### src/rtl/touch_frame_deframer_macros.svh
// Assertion macros shared by the touch frame deframer RTL.
`ifndef TOUCH_FRAME_DEFRAMER_MACROS_SVH
`define TOUCH_FRAME_DEFRAMER_MACROS_SVH

`ifndef SYNTH

`define TFD_ASSERT(lbl, clk, rst_n, prop) \
  lbl: assert property (@(posedge clk) disable iff (!rst_n) (prop)) \
    else $error("touch_frame_deframer: property violated");

`define TFD_ASSERT_IMP(lbl, clk, rst_n, ante, cons) \
  lbl: assert property (@(posedge clk) disable iff (!rst_n) (ante) |-> (cons)) \
    else $error("touch_frame_deframer: implication violated");

`else

`define TFD_ASSERT(lbl, clk, rst_n, prop)

`define TFD_ASSERT_IMP(lbl, clk, rst_n, ante, cons)

`endif

`endif

### src/rtl/tfd_pkg.sv
// Constants and types of the touch frame deframer.
package tfd_pkg;

  localparam int SlotCount   = 10;
  localparam int HeaderBytes = 10;
  localparam int FrameBytes  = HeaderBytes + 4 * SlotCount;
  localparam int PosW        = $clog2(FrameBytes);
  localparam int SlotW       = 4;

  localparam logic [7:0] MagicR  = 8'h52;
  localparam logic [7:0] MagicT  = 8'h54;
  localparam logic [7:0] Version = 8'h01;

  localparam logic [PosW-1:0] PosMagicR   = PosW'(0);
  localparam logic [PosW-1:0] PosMagicT   = PosW'(1);
  localparam logic [PosW-1:0] PosVersion  = PosW'(2);
  localparam logic [PosW-1:0] PosSpare    = PosW'(3);
  localparam logic [PosW-1:0] PosSeqLo    = PosW'(4);
  localparam logic [PosW-1:0] PosSeqHi    = PosW'(5);
  localparam logic [PosW-1:0] PosWidthLo  = PosW'(6);
  localparam logic [PosW-1:0] PosWidthHi  = PosW'(7);
  localparam logic [PosW-1:0] PosHeightLo = PosW'(8);
  localparam logic [PosW-1:0] PosHeightHi = PosW'(9);
  localparam logic [PosW-1:0] PosHeader   = PosW'(HeaderBytes);
  localparam logic [PosW-1:0] PosLast     = PosW'(FrameBytes - 1);

  localparam logic [1:0] LaneXLo = 2'd0;
  localparam logic [1:0] LaneXHi = 2'd1;
  localparam logic [1:0] LaneYLo = 2'd2;
  localparam logic [1:0] LaneYHi = 2'd3;

  localparam logic [SlotW-1:0] LastSlot = SlotW'(SlotCount - 1);

  typedef struct packed {
    logic [15:0]        frame_seq;
    logic [15:0]        frame_width;
    logic [15:0]        frame_height;
    logic [SlotW-1:0]   slot_index;
    logic signed [15:0] touch_x;
    logic signed [15:0] touch_y;
    logic               last_slot;
  } result_t;

endpackage

### src/rtl/tfd_parser.sv
// Frame parser: byte position, header checks, sequence history and slot assembly.
`include "touch_frame_deframer_macros.svh"

module tfd_parser (
  input  logic                 clk_i,
  input  logic                 rst_ni,
  input  logic                 take_i,
  input  logic [7:0]           data_byte_i,
  input  logic                 new_conn_i,
  output logic                 res_valid_o,
  output tfd_pkg::result_t     res_o
);

  logic [tfd_pkg::PosW-1:0] pos_q, pos_d, pos;
  logic                     ok_q, ok_d;
  logic                     hist_ok_q, hist_ok_d, hist_ok;
  logic [15:0]              hist_seq_q, hist_seq_d, hist_seq;
  logic [15:0]              width_q, width_d;
  logic [15:0]              height_q, height_d;
  logic [15:0]              x_q, x_d;
  logic [7:0]               low_q, low_d;
  logic [15:0]              word;
  logic [15:0]              seq_diff;
  logic                     seq_newer;
  logic [tfd_pkg::PosW-1:0] rel;
  logic [tfd_pkg::SlotW-1:0] slot;

  always_comb begin
    pos      = new_conn_i ? '0 : pos_q;
    hist_ok  = new_conn_i ? 1'b0 : hist_ok_q;
    hist_seq = new_conn_i ? 16'h0000 : hist_seq_q;
    word     = {data_byte_i, low_q};
    seq_diff = word - hist_seq;
    seq_newer = (seq_diff != 16'h0000) && !seq_diff[15];
    rel      = pos - tfd_pkg::PosHeader;
    slot     = tfd_pkg::SlotW'(rel >> 2);

    pos_d      = (pos == tfd_pkg::PosLast) ? '0 : pos + 1'b1;
    ok_d       = ok_q;
    hist_ok_d  = hist_ok;
    hist_seq_d = hist_seq;
    width_d    = width_q;
    height_d   = height_q;
    x_d        = x_q;
    low_d      = low_q;
    res_valid_o = 1'b0;

    case (pos)
      tfd_pkg::PosMagicR: ok_d = (data_byte_i == tfd_pkg::MagicR);
      tfd_pkg::PosMagicT: ok_d = ok_q && (data_byte_i == tfd_pkg::MagicT);
      tfd_pkg::PosVersion: ok_d = ok_q && (data_byte_i == tfd_pkg::Version);
      tfd_pkg::PosSpare: ;
      tfd_pkg::PosSeqLo, tfd_pkg::PosWidthLo, tfd_pkg::PosHeightLo: low_d = data_byte_i;
      tfd_pkg::PosSeqHi: begin
        if (ok_q && (!hist_ok || seq_newer)) begin
          hist_ok_d  = 1'b1;
          hist_seq_d = word;
        end else begin
          ok_d = 1'b0;
        end
      end
      tfd_pkg::PosWidthHi: width_d = word;
      tfd_pkg::PosHeightHi: height_d = word;
      default: begin
        case (rel[1:0])
          tfd_pkg::LaneXLo, tfd_pkg::LaneYLo: low_d = data_byte_i;
          tfd_pkg::LaneXHi: x_d = word;
          tfd_pkg::LaneYHi: res_valid_o = take_i && ok_q;
          default: ;
        endcase
      end
    endcase

    res_o.frame_seq    = hist_seq;
    res_o.frame_width  = width_q;
    res_o.frame_height = height_q;
    res_o.slot_index   = slot;
    res_o.touch_x      = x_q;
    res_o.touch_y      = word;
    res_o.last_slot    = (slot == tfd_pkg::LastSlot);
  end

  always_ff @(posedge clk_i or negedge rst_ni) begin
    if (!rst_ni) begin
      pos_q      <= '0;
      ok_q       <= 1'b0;
      hist_ok_q  <= 1'b0;
      hist_seq_q <= 16'h0000;
      width_q    <= 16'h0000;
      height_q   <= 16'h0000;
      x_q        <= 16'h0000;
      low_q      <= 8'h00;
    end else if (take_i) begin
      pos_q      <= pos_d;
      ok_q       <= ok_d;
      hist_ok_q  <= hist_ok_d;
      hist_seq_q <= hist_seq_d;
      width_q    <= width_d;
      height_q   <= height_d;
      x_q        <= x_d;
      low_q      <= low_d;
    end
  end

  `TFD_ASSERT(a_pos_in_frame, clk_i, rst_ni, pos_q <= tfd_pkg::PosLast)
  `TFD_ASSERT_IMP(a_result_has_history, clk_i, rst_ni, res_valid_o, hist_ok_q && !new_conn_i)
  `TFD_ASSERT_IMP(a_result_in_slots, clk_i, rst_ni, res_valid_o, pos_q >= tfd_pkg::PosHeader)

endmodule

### src/rtl/touch_frame_deframer.sv
// Top level of the touch frame deframer: stream ports and result register.
//
// The block takes one byte per request on the slave stream (tuser marks the first byte
// of a new connection) and splits the stream into fixed 50-byte touch frames. A frame
// with a wrong magic or version, or whose sequence number is not newer than the last
// accepted one, is consumed silently. For accepted frames one result leaves on the
// master stream for every touch slot, in the cycle after the slot's fourth byte is taken,
// with tlast set on the final slot. The result register decouples the two sides so a
// byte is taken in every cycle in which the result register is empty or being drained.
`include "touch_frame_deframer_macros.svh"

module touch_frame_deframer (
  input  logic        clk_i,
  input  logic        rst_ni,
  input  logic        s_axis_tvalid_i,
  output logic        s_axis_tready_o,
  input  logic [7:0]  s_axis_tdata_i,   // [7:0] data_byte
  input  logic        s_axis_tuser_i,   // [0] new_connection
  output logic        m_axis_tvalid_o,
  input  logic        m_axis_tready_i,
  // [15:0] frame_seq, [31:16] frame_width, [47:32] frame_height, [51:48] slot_index,
  // [67:52] touch_x, [83:68] touch_y, [87:84] zero
  output logic [87:0] m_axis_tdata_o,
  output logic        m_axis_tlast_o    // last_slot
);

  logic             s_accept;
  logic             res_valid;
  tfd_pkg::result_t res;
  logic             m_valid_q;
  tfd_pkg::result_t m_res_q;

  assign s_axis_tready_o = !m_valid_q || m_axis_tready_i;
  assign s_accept        = s_axis_tvalid_i && s_axis_tready_o;

  tfd_parser u_parser (
    .clk_i       (clk_i),
    .rst_ni      (rst_ni),
    .take_i      (s_accept),
    .data_byte_i (s_axis_tdata_i),
    .new_conn_i  (s_axis_tuser_i),
    .res_valid_o (res_valid),
    .res_o       (res)
  );

  always_ff @(posedge clk_i or negedge rst_ni) begin
    if (!rst_ni) begin
      m_valid_q <= 1'b0;
    end else if (s_axis_tready_o) begin
      m_valid_q <= res_valid;
    end
  end

  always_ff @(posedge clk_i) begin
    if (res_valid) begin
      m_res_q <= res;
    end
  end

  assign m_axis_tvalid_o = m_valid_q;
  assign m_axis_tdata_o  = {4'b0000, m_res_q.touch_y, m_res_q.touch_x, m_res_q.slot_index,
                            m_res_q.frame_height, m_res_q.frame_width, m_res_q.frame_seq};
  assign m_axis_tlast_o  = m_res_q.last_slot;

  `TFD_ASSERT_IMP(a_last_is_final_slot, clk_i, rst_ni, m_valid_q && m_res_q.last_slot,
                  m_res_q.slot_index == tfd_pkg::LastSlot)
  `TFD_ASSERT_IMP(a_result_from_request, clk_i, rst_ni, $rose(m_valid_q), $past(s_accept))
  `TFD_ASSERT_IMP(a_result_held_when_stalled, clk_i, rst_ni, m_valid_q && !$past(s_accept),
                  $past(m_valid_q && !m_axis_tready_i))

endmodule

### config.mk
export PLATFORM = sky130hd
export DESIGN_NAME = touch_frame_deframer
export DESIGN_NICKNAME = d
export VERILOG_FILES = /design/src/rtl/tfd_pkg.sv /design/src/rtl/tfd_parser.sv /design/src/rtl/touch_frame_deframer.sv
export VERILOG_INCLUDE_DIRS = /design/src /design/src/rtl
export SDC_FILE = /design/constraint.sdc
export NUM_CORES = 1
export LEC_CHECK = 0
export BUFFER_PORTS_ARGS = -buffer_cell sky130_fd_sc_hd__buf_4
export CORE_MARGIN = 2
export CORE_UTILIZATION = 56
export DETAILED_ROUTE_END_ITERATION = 12
export PLACE_DENSITY = 0.8
export SKIP_CTS_REPAIR_TIMING = 1
export SYNTH_ARGS = -nofsm -noshare
export SYNTH_HDL_FRONTEND = slang
export SYNTH_SLANG_ARGS = --single-unit
export TNS_END_PERCENT = 50
### constraint.sdc
create_clock -name clk_i -period 5 [get_ports clk_i]
set_input_delay 1 -clock clk_i [delete_from_list [all_inputs] [get_ports clk_i]]
set_output_delay 1 -clock clk_i [all_outputs]
set_load 0.01 [all_outputs]
# After elaboration in Yosys (flattened, before gate mapping)
# Cells that the tools add are included.
# totals
ff_bits	166
output_inout_bits	91
word_cells	78
# classes
add_sub_neg	3
eq_ne	18
muxes	14
bitwise_logic	2
n_reduce_logical	25
# ops
op	n
2-to-1 mux 16 bit	3
equality test 6 x 3 -> 1 bit (second input constant)	4
equality test 8 x 7 -> 1 bit (second input constant)	2
case mux 8 bit (2 select lines)	1
nonzero test 16 bit	1
subtractor 16 bit	1
equality test 6 x 2 -> 1 bit (second input constant)	2
equality test 6 x 4 -> 1 bit (second input constant)	2
2-to-1 mux 6 bit	2
OR reduction 10 bit	1
AND reduction 3 bit	3
equality test 8 x 1 -> 1 bit (second input constant)	1
2-to-1 mux 8 bit	1
OR reduction 7 bit	1
adder 6 x 1 -> 6 bit (second input constant)	1
equality test 6 x 1 -> 1 bit (second input constant)	1
equality test 6 bit (second input constant)	1
logical AND 1 bit	6
zero test 6 bit	1
2-to-1 mux 1 bit	6
subtractor 6 x 4 -> 6 bit (second input constant)	1
equality test 2 bit (second input constant)	2
equality test 4 bit (second input constant)	1
case mux 1 bit (4 select lines)	1
11 further kinds	16

# Depth between registers and ports, before layout
# logic_depth
depth_word	8
ltp_mapped	14
depth_no_buf	12

# By module
# From an unflattened synthesis, not the netlist that was laid out.
# hier_totals
cells_unflattened	538
area_unflattened_um2	7290.7
# modules_own_cells
mod	instances	cells_per_inst	area_each_um2	seq_area_each_um2
tfd_parser	1	444	4650.7	2001.9
touch_frame_deframer	1	94	2640.0	2577.5

# Worst setup path after synthesis
# No wires, ideal clock.
# synth_path
kind	input port to flip-flop
start	input s_axis_tuser_i
end	register m_res_q, in the netlist m_axis_tdata_o[0] (enable)
setup_time_ns	0.439
t_arrival_ns	4.379
slack_ns	0.182
stages	10
path_buffers	2
cell_sequence	clkbuf_1 > clkbuf_1 > nand2b_1 > inv_1 > ha_1 > o41ai_1 > nand3_1 > a21oi_1 > nand3_1 > inv_1
# synth_between
elab_chain_cells	5
elab_cells_between_ends	16
classes_between	add/sub: 1; eq/ne: 10; mux: 3; reduce/logical: 2
# synth_lines
item	line	text
from (decl)	touch_frame_deframer.sv:18	input logic s_axis_tuser_i,
2-to-1 mux 6 bit *	tfd_parser.sv:29	pos = new_conn_i ? '0 : pos_q;
subtractor 6 x 4 -> 6 bit	tfd_parser.sv:35	rel = pos - tfd_pkg::PosHeader;
equality test 2 bit	tfd_parser.sv:65	case (rel[1:0])
2-to-1 mux 1 bit	tfd_parser.sv:65	
2-to-1 mux 1 bit *	tfd_parser.sv:48	case (pos)
via res_valid	touch_frame_deframer.sv:28	logic res_valid;
to (signal assigned)	touch_frame_deframer.sv:56	m_res_q <= res;
to (decl)	touch_frame_deframer.sv:31	tfd_pkg::result_t m_res_q;
# Mark *: on every way through the listed nets, which the timed path passes. The rest lies on a longest branch.
# A chain may end at the register's enable or synchronous reset.

# Worst setup path in the final report
# layout_path
start	input s_axis_tuser_i
end	register u_parser.hist_seq_q[13]
# layout_between
elab_chain_cells	8
elab_cells_between_ends	13
classes_between	add/sub: 1; eq/ne: 1; mux: 5; reduce/logical: 6
# layout_lines
item	line	text
2-to-1 mux 16 bit	tfd_parser.sv:31	hist_seq = new_conn_i ? 16'h0000 : hist_seq_q;
subtractor 16 bit	tfd_parser.sv:33	seq_diff = word - hist_seq;
nonzero test 16 bit / zero test 1 bit (equally long branches)	tfd_parser.sv:34	seq_newer = (seq_diff != 16'h0000) && !seq_diff[15];
logical AND 1 bit	tfd_parser.sv:34	
logical OR 1 bit	tfd_parser.sv:55	if (ok_q && (!hist_ok || seq_newer)) begin
logical AND 1 bit	tfd_parser.sv:55	
2-to-1 mux 16 bit	tfd_parser.sv:55	
2-to-1 mux 16 bit *	tfd_parser.sv:48	
to (signal assigned)	tfd_parser.sv:97	hist_seq_q <= hist_seq_d;
to (decl)	tfd_parser.sv:17	logic [15:0] hist_seq_q, hist_seq_d, hist_seq;
# Every way passes the cells marked *; elsewhere a longest branch is shown, timed or not.

==> results.cfg <==
[run_status]
status = finished clean

[logic_synthesis]
yosys.area.top_type = edfxtp_1
synth_enable_flop_cells = 85
synth_top_family_by_area = compound AO/OA/AOI/OAI gates
syn_area_mm2 = 0.007154
synthMuxAreaShare_pct = 7.992
synth.most_common_cell = edfxtp_1
synthAdderAreaFrac_pct = 3.952
yosys_warnings = 0
synth_compound_area_share_pct = 9.881
syn_avg_cell_area_um2 = 13.30
synth.distinct_cells = 59
yosysTopAreaCellShare_pct = 35.68
ys_ff_latch = 166
yosys.area_share.simple_pct = 9.077
synth_xor_xnor_area_share_pct = 1.102
seq_area_frac_synth_pct = 64.01
ys_async_sr_fraction_pct = 48.80
netlist_top_cells_area = edfxtp_1, dfrtp_1, mux2_2
ys.flop_type = edfxtp_1
syn_inst = 538
synthTopCellsByCount = edfxtp_1, dfrtp_1, mux2_2

[power]
p_int_w = 0.002540
switching_share_pct = 28.11
clkPwrFrac_pct = 36.7
seq_power_share_pct = 47.2
switchingPower_w = 0.0009929
ir_drop_v = 0.0002040
p_leak_nw = 3.815
p_comb_share_pct = 16.0
power_density_mw_per_mm2 = 410.0

[clock_tree]
root_buffer = clkbuf_16
cts_sinks = 166
clockBufferDepth = 2
clk_latency_ns = 0.42
cts_tree = yes
numCtsBuffers = 17
cts_htree_levels = 4
clkTransAtPathRegs_ns = 0.06

[timing]
rsz0062_at_grt = no
worst_clock_skew_ns = 0.01261
drv_slew = 0
hold-worst-slack_ns = 0.4426
setup_viol = 0
post-route-period-util_pct = 79.04
fin_setup_tns_ns = 0
final_hold_viol_count = 0
max_freq_mhz = 253.0
tightest_slew_ns = 1.116
slew-limit-headroom_pct = 25.23
final.min_clock_period_ns = 3.952

[finish]
num_antenna_cells = 0
drive_gt1_share_pct = 29.03
areaGrowthSynthToFinish_pct = 20.44
nNetsFinal = 673

[worst_setup_path]
crit_type = in2reg
critPathRequiredTime_ns = 5.27
worst-r2r-setup-slack_ns = 1.48
path_max_fanout = 29
r2r-start = u_parser.low_q[0]$_DFFE_PN0P_
r2r_cells = 10
reg2reg_to = u_parser.hist_seq_q[13]$_DFFE_PN0P_
cp-start-kind = input port
arrival_ns = 4.22
crit_path_start = s_axis_tuser_i
cp-endpoint = u_parser.hist_seq_q[13]$_DFFE_PN0P_
worstSetupEndpointType = register

[placed_design]
dp_hpwl_um = 10340
finalWeightedCongestion = 0.8643
numPortBuffers = 99

[die]
die_area_mm2 = 0.01370
rows = 41
die_h_um = 117.0
io-pin-count = 104
die_w_um = 117.0
core-area_mm2 = 0.01257
start_util_pct = 56.92

[routing]
initialDrtViolationCount = 438
wl_per_cell_um = 18.30
via_count = 4676
antenna_left = 0
firstDrtPassIters = 5
drt_wl_total_um = 15070
viasPerCell = 5.682
drcViolationCount = 0

[hold_path]
min_path_type = reg2reg

[global_routing]
grt_pass1_wl_um = 23740
track_usage_pct = 23.04
first_global_vias = 4530
grt_max_degree = 82
antenna_found_initial = 0
gr-total-overflow = 0

[job]
maxCapViolCount = 0
-- stage by stage --
stage               worst slack, ns  util [%]  power [W]  instance area [µm²]  instances
detailed placement           0.6408     63.85   0.002250                 8025        791
global placement             0.7552     63.85   0.002225                 8025        791
global route                 0.8353     68.56   0.003681                 8617        823
floorplan                    0.1825         -   0.002063                 7166        541
finish                        1.048     68.56   0.003533                 8617        823
CTS                           1.071     68.56   0.003535                 8617        823
-- critical path, cell delays in order --
cell       delay [ns]
buf_4            0.20
nand2b_1         0.21
ha_1             0.40
o21a_1           0.24
or3_1            0.33
a221oi_2         0.25
o2111ai_1        0.14
or4_4            0.52
nor4_4           0.38
o32ai_2          0.32
o2bb2ai_1        0.22
-- layout by cell type, fill, tap and decap left out, drive strengths merged, types with 18 or more instances in the layout --
| cell type | instances |
|---|---|
| dfrtp | 81 |
| buf | 100 |
| clkbuf | 18 |
| nand2 | 36 |
| o21ai | 22 |
| inv | 49 |
| nor2 | 23 |
| nand2b | 22 |
| edfxtp | 85 |
| a21oi | 19 |
| mux2 | 49 |
| ha | 21 |
-- cell type report --
cell class / instances / area [µm²]
Timing Repair Buffer: 100 / 763.2
Inverter: 43 / 162.7
Clock inverter: 14 / 162.7
Clock buffer: 18 / 429.2
Sequential cell: 166 / 4579
Tap cell: 172 / 215.2
Fill cell: 857 / 3951
Multi-Input combinational cell: 310 / 2305
-- state kept, by name (all words and copies together) (netlist names) --
register	flops
m_axis_tdata_o	84
m_axis_tvalid_o	1
u_parser.pos_q	6
u_parser.hist_ok_q	1
u_parser.ok_q	1
u_parser.width_q	16
u_parser.height_q	16
u_parser.hist_seq_q	16
u_parser.x_q	16
u_parser.low_q	8
m_axis_tlast_o	1
-- routing by layer --
layer / share of wire [%] / vias to the layer above / global-route usage [%]
li1: - / 2150 / -
met1: 43 / 2278 / 32.05
met2: 49 / 213 / 36.88
met3: 5.9 / 35 / 4.325
met4: 2.3 / 0 / 8.157
met5: 0 / - / 0
-- worst min path at each step --
stage / start / endpoint / slack (ns) / cells past startpoint
finish: u_parser.height_q[13]$_DFFE_PN0P_ / m_axis_tdata_o[45]$_DFFE_PP_ / 0.44 / 0
global route: u_parser.x_q[1]$_DFFE_PN0P_ / m_axis_tdata_o[53]$_DFFE_PP_ / 0.45 / 0
CTS: u_parser.x_q[1]$_DFFE_PN0P_ / m_axis_tdata_o[53]$_DFFE_PP_ / 0.44 / 0
detailed placement: u_parser.height_q[2]$_DFFE_PN0P_ / m_axis_tdata_o[34]$_DFFE_PP_ / 0.43 / 0
global placement: u_parser.x_q[12]$_DFFE_PN0P_ / m_axis_tdata_o[64]$_DFFE_PP_ / 0.43 / 0
floorplan: u_parser.width_q[2]$_DFFE_PN0P_ / m_axis_tdata_o[18]$_DFFE_PP_ / 0.42 / 0
-- kinds of logic (layout without fill, tap and decap cells) --
logic type,after synthesis,after routing
muxes,51,51
AOI/OAI and AO/OA,99,99
other,1,4
adders and majority gates,22,22
DFF,166,166
buffers and inverters,65,175
xor gates and xnor gates,9,9
and+or+nand+nor,125,125
-- power by group through the flow --
stage / Combinational (W) / Sequential, W / Clock (W)
4_1_cts: 0.000565 / 0.00167 / 0.00130
2_1_floorplan: 0.000430 / 0.00163 / 0
3_5_place_dp: 0.000558 / 0.00169 / 0
5_1_grt: 0.000630 / 0.00168 / 0.00137
3_3_place_gp: 0.000539 / 0.00169 / 0
6_report: 0.000566 / 0.00167 / 0.00130
No activity file was read; power rests on OpenSTA's default activity.
